==> config.mk <==
export PLATFORM = sky130hd
export DESIGN_NAME = framed_command_receiver_top
export DESIGN_NICKNAME = d
export VERILOG_FILES = /design/src/rtl/core/fcr_pkg.sv /design/src/rtl/core/fcr_front.sv /design/src/rtl/core/fcr_queue.sv /design/src/rtl/core/fcr_back.sv /design/src/rtl/core/framed_command_receiver_top.sv
export SDC_FILE = /design/constraint.sdc
export NUM_CORES = 1
export LEC_CHECK = 0
export ABC_AREA = 1
export BUFFER_PORTS_ARGS = -buffer_cell sky130_fd_sc_hd__clkbuf_2
export CORE_ASPECT_RATIO = 1.2
export CORE_MARGIN = 3
export CORE_UTILIZATION = 62
export CTS_CLUSTER_DIAMETER = 60
export DETAILED_ROUTE_END_ITERATION = 16
export PLACE_DENSITY_LB_ADDON = 0.25
export SLEW_MARGIN = 10
export SYNTH_ARGS = -nofsm -noshare
export SYNTH_HDL_FRONTEND = slang
export SYNTH_HIERARCHICAL = 1
export SYNTH_SLANG_ARGS = --single-unit
==> constraint.sdc <==
create_clock -name i_clk -period 17.87 [get_ports i_clk]
set_input_delay 3.574 -clock i_clk [delete_from_list [all_inputs] [get_ports i_clk]]
set_output_delay 3.574 -clock i_clk [all_outputs]
set_load 0.02 [all_outputs]
==> src/rtl/core/fcr_pkg.sv <==
package fcr_pkg;

    // Frame format
    localparam logic [7:0] START_BYTE  = 8'h7E;
    localparam logic [7:0] END_BYTE    = 8'h7F;
    localparam int unsigned MAX_PAYLOAD = 50;
    localparam int unsigned HEAD_DEPTH  = 11;

    // Parser phases
    localparam logic [2:0] PH_START   = 3'd0;
    localparam logic [2:0] PH_LEN     = 3'd1;
    localparam logic [2:0] PH_TYPE    = 3'd2;
    localparam logic [2:0] PH_PAYLOAD = 3'd3;
    localparam logic [2:0] PH_END     = 3'd4;

    // Command types
    localparam logic [7:0] TY_FWD_ON   = 8'h17;
    localparam logic [7:0] TY_FWD_OFF  = 8'h16;
    localparam logic [7:0] TY_LOG_ON   = 8'h19;
    localparam logic [7:0] TY_LOG_OFF  = 8'h18;
    localparam logic [7:0] TY_SCAN_ON  = 8'h20;
    localparam logic [7:0] TY_SCAN_OFF = 8'h21;
    localparam logic [7:0] TY_DISCONN  = 8'h22;
    localparam logic [7:0] TY_PARAMS   = 8'h23;
    localparam logic [7:0] TY_SEND_A   = 8'h24;
    localparam logic [7:0] TY_SEND_B   = 8'h25;
    localparam logic [7:0] TY_SEND_1   = 8'h30;

    // Event codes
    localparam logic [3:0] EV_BAD_LEN    = 4'd0;
    localparam logic [3:0] EV_BAD_END    = 4'd1;
    localparam logic [3:0] EV_UNKNOWN    = 4'd2;
    localparam logic [3:0] EV_FWD_ON     = 4'd3;
    localparam logic [3:0] EV_FWD_OFF    = 4'd4;
    localparam logic [3:0] EV_LOG_ON     = 4'd5;
    localparam logic [3:0] EV_LOG_OFF    = 4'd6;
    localparam logic [3:0] EV_SCAN_ON    = 4'd7;
    localparam logic [3:0] EV_SCAN_OFF   = 4'd8;
    localparam logic [3:0] EV_PARAMS_OK  = 4'd9;
    localparam logic [3:0] EV_PARAMS_LEN = 4'd10;
    localparam logic [3:0] EV_DISCONNECT = 4'd11;
    localparam logic [3:0] EV_SEND       = 4'd12;
    localparam logic [3:0] EV_SEND_SHORT = 4'd13;

    // Command kinds passed from parser to executor
    localparam logic [1:0] K_BAD_LEN = 2'd0;
    localparam logic [1:0] K_BAD_END = 2'd1;
    localparam logic [1:0] K_EXEC    = 2'd2;

    typedef struct packed {
        logic [1:0]                      kind;
        logic [7:0]                      ftype;
        logic [5:0]                      flen;
        logic [HEAD_DEPTH-1:0][7:0]      head;
    } t_cmd;

    typedef struct packed {
        logic [3:0]  event_code;
        logic [7:0]  target_index;
        logic [2:0]  forward_count;
        logic [39:0] forward_data;
        logic [3:0]  mode_flags;
        logic [11:0] interval_units;
        logic [15:0] latency_units;
        logic [15:0] timeout_units;
        logic [7:0]  length_bytes;
        logic [14:0] radio_time_us;
    } t_result;

endpackage

==> src/rtl/core/fcr_front.sv <==
module fcr_front (
    input  logic          i_clk,
    input  logic          i_rst_n,
    input  logic          i_accept,
    input  logic [7:0]    i_rx_byte,
    output logic          o_push,
    output fcr_pkg::t_cmd o_cmd
);

    logic [2:0]  r_phase, n_phase;
    logic [5:0]  r_len, n_len;
    logic [7:0]  r_type, n_type;
    logic [5:0]  r_pos, n_pos;
    logic [fcr_pkg::HEAD_DEPTH-1:0][7:0] r_head, n_head;

    // Parse one byte per transfer
    always_comb begin
        n_phase = r_phase;
        n_len   = r_len;
        n_type  = r_type;
        n_pos   = r_pos;
        n_head  = r_head;
        o_push  = 1'b0;
        o_cmd.kind  = fcr_pkg::K_EXEC;
        o_cmd.ftype = r_type;
        o_cmd.flen  = r_len;
        o_cmd.head  = r_head;
        if (i_accept) begin
            case (r_phase)
                fcr_pkg::PH_LEN: begin
                    if (i_rx_byte > 8'(fcr_pkg::MAX_PAYLOAD)) begin
                        n_phase    = fcr_pkg::PH_START;
                        o_push     = 1'b1;
                        o_cmd.kind = fcr_pkg::K_BAD_LEN;
                    end else begin
                        n_len   = i_rx_byte[5:0];
                        n_phase = fcr_pkg::PH_TYPE;
                    end
                end
                fcr_pkg::PH_TYPE: begin
                    n_type  = i_rx_byte;
                    n_pos   = 6'd0;
                    n_phase = (r_len == 6'd0) ? fcr_pkg::PH_END : fcr_pkg::PH_PAYLOAD;
                end
                fcr_pkg::PH_PAYLOAD: begin
                    // keep only the head of the payload, count the rest
                    if (r_pos < 6'(fcr_pkg::HEAD_DEPTH)) begin
                        n_head[r_pos[3:0]] = i_rx_byte;
                    end
                    n_pos = r_pos + 6'd1;
                    if (n_pos == r_len) begin
                        n_phase = fcr_pkg::PH_END;
                    end
                end
                fcr_pkg::PH_END: begin
                    n_phase = fcr_pkg::PH_START;
                    o_push  = 1'b1;
                    o_cmd.kind = (i_rx_byte == fcr_pkg::END_BYTE) ?
                                 fcr_pkg::K_EXEC : fcr_pkg::K_BAD_END;
                end
                default: begin
                    n_phase = (i_rx_byte == fcr_pkg::START_BYTE) ?
                              fcr_pkg::PH_LEN : fcr_pkg::PH_START;
                end
            endcase
        end
    end

    always_ff @(posedge i_clk) begin
        if (!i_rst_n) begin
            r_phase <= fcr_pkg::PH_START;
            r_len   <= '0;
            r_type  <= '0;
            r_pos   <= '0;
            r_head  <= '0;
        end else begin
            r_phase <= n_phase;
            r_len   <= n_len;
            r_type  <= n_type;
            r_pos   <= n_pos;
            r_head  <= n_head;
        end
    end

endmodule

==> src/rtl/core/fcr_queue.sv <==
module fcr_queue (
    input  logic          i_clk,
    input  logic          i_rst_n,
    input  logic          i_push,
    input  fcr_pkg::t_cmd i_cmd,
    output logic          o_full,
    output logic          o_valid,
    input  logic          i_pop,
    output fcr_pkg::t_cmd o_cmd
);

    fcr_pkg::t_cmd r_mem [2];
    logic       r_wr, r_rd;
    logic [1:0] r_count;

    assign o_full  = (r_count == 2'd2);
    assign o_valid = (r_count != 2'd0);
    assign o_cmd   = r_mem[r_rd];

    // Store entries
    always_ff @(posedge i_clk) begin
        if (i_push) begin
            r_mem[r_wr] <= i_cmd;
        end
    end

    // Advance pointers and fill count
    always_ff @(posedge i_clk) begin
        if (!i_rst_n) begin
            r_wr    <= 1'b0;
            r_rd    <= 1'b0;
            r_count <= 2'd0;
        end else begin
            if (i_push) begin
                r_wr <= ~r_wr;
            end
            if (i_pop) begin
                r_rd <= ~r_rd;
            end
            r_count <= r_count + 2'(i_push) - 2'(i_pop);
        end
    end

endmodule

==> src/rtl/core/fcr_back.sv <==
module fcr_back (
    input  logic             i_clk,
    input  logic             i_rst_n,
    input  logic             i_q_valid,
    input  fcr_pkg::t_cmd    i_cmd,
    output logic             o_q_pop,
    output logic             o_out_valid,
    input  logic             i_out_stall,
    output fcr_pkg::t_result o_res
);

    localparam logic ST_RUN     = 1'b0;
    localparam logic ST_TIMEOUT = 1'b1;

    logic        r_state, n_state;
    logic        r_fwd, n_fwd, r_log, n_log, r_scan, n_scan, r_phy, n_phy;
    logic [11:0] r_interval, n_interval;
    logic [15:0] r_latency, n_latency;
    logic [15:0] r_timeout, n_timeout;
    logic [7:0]  r_length, n_length;
    logic [14:0] r_radio, n_radio;
    logic [28:0] r_prod, n_prod;
    logic [15:0] r_req, n_req;
    logic        r_out_valid, n_out_valid;
    fcr_pkg::t_result r_res, n_res;

    logic        out_free, load;
    logic [3:0]  code;
    logic [7:0]  target;
    logic [2:0]  count;
    logic [39:0] data;
    logic [15:0] w_int, w_len, w_radio;
    logic [30:0] need_x5;
    logic [15:0] need;

    assign out_free = !r_out_valid || !i_out_stall;
    assign w_int    = {i_cmd.head[2], i_cmd.head[1]};
    assign w_len    = {i_cmd.head[8], i_cmd.head[7]};
    assign w_radio  = {i_cmd.head[10], i_cmd.head[9]};

    // ceil(product * 5 / 4), truncated to 16 bits
    assign need_x5 = {r_prod, 2'b00} + 31'(r_prod);
    assign need    = 16'((32'(need_x5) + 32'd3) >> 2);

    always_comb begin
        n_state    = r_state;
        n_fwd      = r_fwd;
        n_log      = r_log;
        n_scan     = r_scan;
        n_phy      = r_phy;
        n_interval = r_interval;
        n_latency  = r_latency;
        n_timeout  = r_timeout;
        n_length   = r_length;
        n_radio    = r_radio;
        n_prod     = r_prod;
        n_req      = r_req;
        o_q_pop    = 1'b0;
        load       = 1'b0;
        code       = fcr_pkg::EV_UNKNOWN;
        target     = 8'd0;
        count      = 3'd0;
        data       = 40'd0;

        if (r_state == ST_TIMEOUT) begin
            // finish the parameter update
            if (out_free) begin
                n_timeout = (r_req >= need) ? r_req : need;
                code      = fcr_pkg::EV_PARAMS_OK;
                load      = 1'b1;
                n_state   = ST_RUN;
            end
        end else if (i_q_valid && out_free) begin
            o_q_pop = 1'b1;
            load    = 1'b1;
            case (i_cmd.kind)
                fcr_pkg::K_BAD_LEN: code = fcr_pkg::EV_BAD_LEN;
                fcr_pkg::K_BAD_END: code = fcr_pkg::EV_BAD_END;
                default: begin
                    case (i_cmd.ftype)
                        fcr_pkg::TY_FWD_ON: begin
                            n_fwd = 1'b1;
                            code  = fcr_pkg::EV_FWD_ON;
                        end
                        fcr_pkg::TY_FWD_OFF: begin
                            n_fwd = 1'b0;
                            code  = fcr_pkg::EV_FWD_OFF;
                        end
                        fcr_pkg::TY_LOG_ON: begin
                            n_log = 1'b1;
                            code  = fcr_pkg::EV_LOG_ON;
                        end
                        fcr_pkg::TY_LOG_OFF: begin
                            n_log = 1'b0;
                            code  = fcr_pkg::EV_LOG_OFF;
                        end
                        fcr_pkg::TY_SCAN_ON: begin
                            n_scan = 1'b1;
                            code   = fcr_pkg::EV_SCAN_ON;
                        end
                        fcr_pkg::TY_SCAN_OFF: begin
                            n_scan = 1'b0;
                            code   = fcr_pkg::EV_SCAN_OFF;
                        end
                        fcr_pkg::TY_PARAMS: begin
                            if (i_cmd.flen != 6'(fcr_pkg::HEAD_DEPTH)) begin
                                code = fcr_pkg::EV_PARAMS_LEN;
                            end else begin
                                // take the checked fields, start the timeout product
                                load = 1'b0;
                                if (i_cmd.head[0] == 8'd1) n_phy = 1'b0;
                                if (i_cmd.head[0] == 8'd2) n_phy = 1'b1;
                                if (w_int >= 16'd6 && w_int <= 16'd3200) begin
                                    n_interval = w_int[11:0];
                                end
                                n_latency = {i_cmd.head[4], i_cmd.head[3]};
                                n_prod    = 29'(17'(n_latency) + 17'd1) * 29'(n_interval);
                                n_req     = {i_cmd.head[6], i_cmd.head[5]};
                                if (w_len >= 16'd27 && w_len <= 16'd251) begin
                                    n_length = w_len[7:0];
                                end
                                if (w_radio >= 16'd328 && w_radio <= 16'd17040) begin
                                    n_radio = w_radio[14:0];
                                end
                                n_state = ST_TIMEOUT;
                            end
                        end
                        fcr_pkg::TY_DISCONN: begin
                            code   = fcr_pkg::EV_DISCONNECT;
                            target = i_cmd.head[0];
                        end
                        fcr_pkg::TY_SEND_1: begin
                            if (i_cmd.flen < 6'd2) begin
                                code = fcr_pkg::EV_SEND_SHORT;
                            end else begin
                                code   = fcr_pkg::EV_SEND;
                                target = i_cmd.head[0];
                                count  = 3'd1;
                                data   = {32'd0, i_cmd.head[1]};
                            end
                        end
                        fcr_pkg::TY_SEND_A, fcr_pkg::TY_SEND_B: begin
                            if (i_cmd.flen < 6'd5) begin
                                code = fcr_pkg::EV_SEND_SHORT;
                            end else begin
                                code   = fcr_pkg::EV_SEND;
                                target = i_cmd.head[0];
                                count  = 3'd5;
                                data   = {i_cmd.head[4], i_cmd.head[3], i_cmd.head[2],
                                          i_cmd.head[1], i_cmd.ftype};
                            end
                        end
                        default: code = fcr_pkg::EV_UNKNOWN;
                    endcase
                end
            endcase
        end

        // Capture the result with the link state as it stands after the event
        n_out_valid = r_out_valid && i_out_stall;
        n_res       = r_res;
        if (load) begin
            n_out_valid          = 1'b1;
            n_res.event_code     = code;
            n_res.target_index   = target;
            n_res.forward_count  = count;
            n_res.forward_data   = data;
            n_res.mode_flags     = {n_phy, n_scan, n_log, n_fwd};
            n_res.interval_units = n_interval;
            n_res.latency_units  = n_latency;
            n_res.timeout_units  = n_timeout;
            n_res.length_bytes   = n_length;
            n_res.radio_time_us  = n_radio;
        end
    end

    always_ff @(posedge i_clk) begin
        if (!i_rst_n) begin
            r_state     <= ST_RUN;
            r_fwd       <= 1'b0;
            r_log       <= 1'b1;
            r_scan      <= 1'b1;
            r_phy       <= 1'b0;
            r_interval  <= 12'd10;
            r_latency   <= 16'd0;
            r_timeout   <= 16'd1000;
            r_length    <= 8'd73;
            r_radio     <= 15'd800;
            r_out_valid <= 1'b0;
        end else begin
            r_state     <= n_state;
            r_fwd       <= n_fwd;
            r_log       <= n_log;
            r_scan      <= n_scan;
            r_phy       <= n_phy;
            r_interval  <= n_interval;
            r_latency   <= n_latency;
            r_timeout   <= n_timeout;
            r_length    <= n_length;
            r_radio     <= n_radio;
            r_out_valid <= n_out_valid;
        end
    end

    // Payload registers
    always_ff @(posedge i_clk) begin
        r_prod <= n_prod;
        r_req  <= n_req;
        r_res  <= n_res;
    end

    assign o_out_valid = r_out_valid;
    assign o_res       = r_res;

endmodule

==> src/rtl/core/framed_command_receiver_top.sv <==
// Framed command receiver.
// Input channel (i_in_valid / o_in_stall / i_rx_byte) takes one received byte per
// transfer and parses frames: 0x7E, length, type, payload, 0x7F. Output channel
// (o_out_valid / i_out_stall / payload ports) gives at most one event per byte:
// errors, flag changes, link parameter updates, disconnect and send requests,
// together with the mode flags and link parameters as they stand after the event.
// The input takes one byte per cycle while o_in_stall is low. The parser front
// end pushes finished frames into a two-entry queue; the executor drains one
// entry per cycle while the output is free, and passes a link parameter update
// through an extra timeout state. From the byte that causes it, an event passes
// through a queue entry and the result register; a link parameter update also
// passes the registered timeout product before the compare.
// A stalled output holds its event; the executor then stops, the queue fills, and
// o_in_stall rises once both entries are taken. Reset (synchronous, active low)
// returns the parser to waiting for a start byte, empties the queue and output,
// and loads the default flags and link parameters.
module framed_command_receiver_top (
    input  logic        i_clk,
    input  logic        i_rst_n,
    input  logic        i_in_valid,
    output logic        o_in_stall,
    input  logic [7:0]  i_rx_byte,
    output logic        o_out_valid,
    input  logic        i_out_stall,
    output logic [3:0]  o_event_code,
    output logic [7:0]  o_target_index,
    output logic [2:0]  o_forward_count,
    output logic [39:0] o_forward_data,
    output logic [3:0]  o_mode_flags,
    output logic [11:0] o_interval_units,
    output logic [15:0] o_latency_units,
    output logic [15:0] o_timeout_units,
    output logic [7:0]  o_length_bytes,
    output logic [14:0] o_radio_time_us
);

    logic             q_full, q_valid, q_pop, push, accept;
    fcr_pkg::t_cmd    push_cmd, q_cmd;
    fcr_pkg::t_result res;

    assign o_in_stall = q_full;
    assign accept     = i_in_valid && !q_full;

    fcr_front u_front (
        .i_clk     (i_clk),
        .i_rst_n   (i_rst_n),
        .i_accept  (accept),
        .i_rx_byte (i_rx_byte),
        .o_push    (push),
        .o_cmd     (push_cmd)
    );

    fcr_queue u_queue (
        .i_clk   (i_clk),
        .i_rst_n (i_rst_n),
        .i_push  (push),
        .i_cmd   (push_cmd),
        .o_full  (q_full),
        .o_valid (q_valid),
        .i_pop   (q_pop),
        .o_cmd   (q_cmd)
    );

    fcr_back u_back (
        .i_clk       (i_clk),
        .i_rst_n     (i_rst_n),
        .i_q_valid   (q_valid),
        .i_cmd       (q_cmd),
        .o_q_pop     (q_pop),
        .o_out_valid (o_out_valid),
        .i_out_stall (i_out_stall),
        .o_res       (res)
    );

    assign o_event_code     = res.event_code;
    assign o_target_index   = res.target_index;
    assign o_forward_count  = res.forward_count;
    assign o_forward_data   = res.forward_data;
    assign o_mode_flags     = res.mode_flags;
    assign o_interval_units = res.interval_units;
    assign o_latency_units  = res.latency_units;
    assign o_timeout_units  = res.timeout_units;
    assign o_length_bytes   = res.length_bytes;
    assign o_radio_time_us  = res.radio_time_us;

endmodule
### Word-level counts from Yosys, hierarchy flattened

Memory sizes are Yosys's and may differ from the RTL's. A register that Yosys moved wholly into a read port is not among the register bits.
Cells that the tools add are included.

* memories: 1
* memory bits (writable): 208
* input bits: 12
* register bits: 348

Memories
* u_queue.r_mem: words 2, width 104, rd ports 1, clocked after memory_dff 1, write ports 1, line fcr_queue.sv:12 `fcr_pkg::t_cmd r_mem [2];`

* mux-type cells: 102
* add/sub/neg operators: 6
* reduce and logical (&&, ||, !) cells: 24
* bitwise logic cells: 7
* multipliers: 1
* magnitude comparators: 13
* eq/ne operators: 24

Operator list (number)
* 2-to-1 mux 12 bit: 11
* 2-to-1 mux 16 bit: 8
* 2-to-1 mux 15 bit: 6
* bitwise mux 88 bit: 1
* 2-to-1 mux 8 bit: 10
* case mux 40 bit (2 select lines): 1
* == test 8 x 6 -> 1 bit, second input constant: 7
* 2-to-1 mux 1 bit: 41
* 2-to-1 mux 40 bit: 1
* case mux 4 bit (10 select lines): 1
* demux 8 bit (select 4 bit): 1
* == test 8 x 5 -> 1 bit, second input constant: 4
* case mux 8 bit (3 select lines): 1
* adder 18 bit: 1
* adder 18 x 2 -> 18 bit, second input constant: 1
* multiplier 17 x 12 -> 18 bit: 1
* adder 16 x 1 -> 17 bit, second input constant: 1
* == test 8 x 7 -> 1 bit, second input constant: 2
* >= comparator 16 bit: 1
* >= comparator 16 x 3 -> 1 bit, second input constant: 1
* >= comparator 16 x 5 -> 1 bit, second input constant: 1
* >= comparator 16 x 9 -> 1 bit, second input constant: 1
* less-or-equal comparator 16 x 12 -> 1 bit, second input constant: 1
* less-or-equal comparator 16 x 15 -> 1 bit, second input constant: 1
* 41 further kinds: 72

### Depth between registers and ports, before layout

* word-level depth: 13
* gate-level depth with buffers: 40
* depth with buffers taken out: 37

### By module

Netlist, hierarchy kept.

Modules (own cells, without submodules)
* fcr_back: cells an instance 1695, instances 1, seq. area each 6236.0 sq um, area an instance 14931.8 sq um
* fcr_queue: cells an instance 357, instances 1, seq. area each 6346.1 sq um, area an instance 7981.4 sq um
* fcr_front: cells an instance 591, instances 1, seq. area each 2222.1 sq um, area an instance 4588.2 sq um
* framed_command_receiver_top: cells an instance 2, instances 1, seq. area each 0.0 sq um, area an instance 10.0 sq um

### Least setup slack after synthesis

Ideal clock, no wire load.

* path kind: input port to flip-flop
* start: input port i_out_stall
* end: register u_back.r_res (netlist bit u_back/o_res[0]), enable pin
* cell stages on the path: 5
* path buffers: 0
* arrival: 12.918 ns
* library setup time: 0.783 ns
* setup slack: 4.169 ns
* required time: 17.087 ns
* cells stage by stage: nand2_1 > nand2_1 > nor2_1 > inv_1 > o21ai_0

* longest elaborated chain between the ends: 5

Ends and longest elaborated chain
* from (decl): line framed_command_receiver_top.sv:24 `input logic i_out_stall,`
* logical NOT 1 bit (*): line fcr_back.sv:36 `assign out_free = !r_out_valid || !i_out_stall;`
* logical OR 1 bit (*): line fcr_back.sv:36
* logical AND 1 bit: line fcr_back.sv:73 `end else if (i_q_valid && out_free) begin`
* 2-to-1 mux 1 bit: line fcr_back.sv:73
* 2-to-1 mux 1 bit (*): line fcr_back.sv:65 `if (r_state == ST_TIMEOUT) begin`
* named net u_back.load: line fcr_back.sv:27 `logic out_free, load;`
* to (signal assigned): line fcr_back.sv:209 `r_res <= n_res;`
* to (decl): line fcr_back.sv:25 `fcr_pkg::t_result r_res, n_res;`

The timed path passes the listed nets; every way through them passes the cells marked *.
A chain may end at the register's enable or synchronous reset.

==> qor.txt <==
H-tree Lvls - 2
Rows - 83
CTS max path bufs - 3
post-synthesis average cell area - 10.40 sq um
synthesized area - 27,510 sq um
Synth Register Bits - 556
# port buffers - 138
Crit path arrival time - 8.31 ns
CP required - 18.23 ns
commonest non-fill, non-tap cells in the layout - inv_1 (428), nand2_1 (393), edfxtp_1 (367), nor2_1 (260), dfxtp_1 (188)
most common cell after layout, fill and taps aside - inv_1
Power Density - 171.3 nW/um^2
Antenna Cells - 0
met2 GRT Util - 0.4772
kind of critical path - register to register
Total GRT Usage - 0.2782
FFs w/ async S/R, synth - 0
vias - 18,760
1st-pass router iterations - 6
CTS clock-pin slew for the worst setup and hold paths - 0.07 ns
DP HPWL - 44,860 um
# setup viols final - 0
GPL Wtd Cong - 0.9910
clk_skew - 0.02151 ns
Final Hold Viols - 0
CP delay by family, top - adder cells
Worst Max-Slew Pin Slew - 1.225 ns
global route hottest layer - met2
Max VDD drop - 0.0002157 V
layout cells sized above 1 - 0.1502
clock root buffer - clkbuf_16
core area - 43,310 sq um
number of synthesized flops with an enable pin - 367
Min-Delay Path Class - register to register
Power, Total - 0.005185 W
largest net degree at the start of global routing - 104
max-slew violation count - 0
post_cts resized - 0
Initial Util - 0.6353
minimum clock period - 7.947 ns
vias in the first global route - 18,820
share of the synthesized area in the top cell type - 0.4006
cell mode on critical path - nand2_1
Leak Pwr - 13.00 nW
Die Y - 236.8 um
Post-CTS Setup Inserts - 0
final period utilization - 0.4447
sequential-to-total area share from yosys stat - 0.5381
Worst setup SP type - register
worst-path maximum fanout - 63
Die X - 198.3 um
RSZ-0062 raised after global routing - no
final WL - 65,190 um
CTS sink cnt - 556
hold depth - 0
Worst Path Buf+Inv - 6
met3 Track Usage GR - 0.03913
r2r worst-path depth - 33
status - completed
fin nets - 2,951
CP max stage delay - 1.07 ns
Post-synth top flop - edfxtp_1
Worst slew margin - 0.1822
Post-Synthesis Cells - 2,645
Post-DRT Antenna Nets - 0
Top Ports - 140
CP endpoint kind - register
Die ar. - 46,950 sq um
Synth Warn # - 6
Skew-Pair Late Insertion Delay - 0.60 ns
DR WL/cell - 19.39 um
Starting DRT DRC Count - 1,385
post-synth top area cell - edfxtp_1
remaining global-route overflow - 0
drt via density - 5.579
max_cap viols - 0
Netlist cell types - 61
CTS tree - yes
initial antenna violation count - 1
Layout area overhead - 10.05%
CTS buffer count - 52
post-synth net total - 2,829
first-pass GRT wire length - 101,600 um
# hold bufs at CTS - 0
setup TNS - 0 ns
met1 GRT Util - 0.3657
CP max stage cell - dfxtp_4
f_max - 0.1258 GHz
DR DRC count - 0
Levels on crit path - 33
largest cells by area after synthesis - edfxtp_1 (40%), dfxtp_1 (14%), fa_1 (7.2%), inv_1 (5.9%), nand2_1 (5.4%)
==> worst reg2reg max path, delay by kind of cell, from the launching register on <==
family,cells,cell delay [ns]
buffers and inverters,6,0.73
flip-flops,1,1.07
multiplexers,1,0.47
AO/OA/AOI/OAI,5,0.78
adder cells (fa/ha/maj),6,2.95
AND/OR/NAND/NOR,14,1.53
XOR/XNOR,1,0.21
==> path summary, 6_finish.rpt <==
kind                                  startpoint                              to  slack [ns]
setup / recovery                        register     u_back/r_prod[17]$_DFFE_PP_        9.92
hold / removal    u_front/o_cmd[38]$_SDFFE_PN0P_  u_queue/r_mem[1][38]$_DFFE_PP_        0.45
setup reg to reg                        register     u_back/r_prod[17]$_DFFE_PP_        9.92
hold reg to reg   u_front/o_cmd[38]$_SDFFE_PN0P_  u_queue/r_mem[1][38]$_DFFE_PP_        0.45
==> cell usage after synthesis (17+ instances only) <==
master and instances:
a21oi_1 165, o21ai_1 29, inv_2 17, clkbuf_1 41, xor2_1 25, ha_1 73
mux2_2 44, nor2_1 261, or2_2 19, nand4_1 18, buf_6 18, o21ai_0 141
nand2_1 393, nand3_1 70, nor3_1 29, edfxtp_1 367, dfxtp_1 189, inv_1 429
mux2_4 60, fa_1 99
==> metal layers <==
layer	up-vias	routed length (um)	share of wire
met3	143	3676	0.056
met2	596	32690	0.50
li1	8909	-	-
met1	9110	26710	0.41
met5	-	0	0
met4	0	2113	0.032
==> cell families after synthesis <==
logic type,share of synthesized area
adders and majority gates,0.1052
buffers and inverters,0.07945
DFF,0.5381
xor gates and xnor gates,0.01364
other,0.0001363
and+or+nand+nor,0.1357
AOI/OAI and AO/OA,0.07663
muxes,0.05112
==> layout make-up <==
class                      instances  area (sq um)
fill                            3224         13030
multi-input combinational       1557         10540
tap                              552         690.7
sequential                       556         14810
clock buffer                      69          1436
inverter                         454          1712
clock inverter                    28         339.1
timing repair buffer             146         750.7
==> flip-flops by register name (all words and copies together), names as in the netlist, 8 cells and up, named ones only <==
signal	flops
u_queue/r_mem	208
u_back/o_res	125
u_front/o_cmd	88
u_back/r_prod	18
u_back/r_latency	16
u_back/r_req	16
u_back/r_timeout	16
u_back/r_radio	15
u_back/r_interval	12
u_back/r_length	8
u_front/r_type	8
==> stage by stage <==
step | utilization | setup WS, ns | instances | hold slack, ns | cell area, sq um
after floorplan | - | 4.169 | 2645 | 0.4192 | 27510
after global placement | 0.6581 | 10.16 | 3265 | 0.4258 | 28500
after detailed placement | 0.6581 | 10.00 | 3265 | 0.4323 | 28500
after CTS | 0.6991 | 10.00 | 3362 | 0.4511 | 30280
after global routing | 0.6991 | 9.372 | 3362 | 0.4626 | 30280
final | 0.6991 | 9.923 | 3362 | 0.4519 | 30280
==> where the power goes <==
part / leakage, nW / switching, W / internal, W
sequential: 4.93 / 0.0000803 / 0.00163
clock: 0.858 / 0.000478 / 0.000668
combinational: 7.21 / 0.00150 / 0.000833
Note: power is estimated with default switching activity, not from simulation.
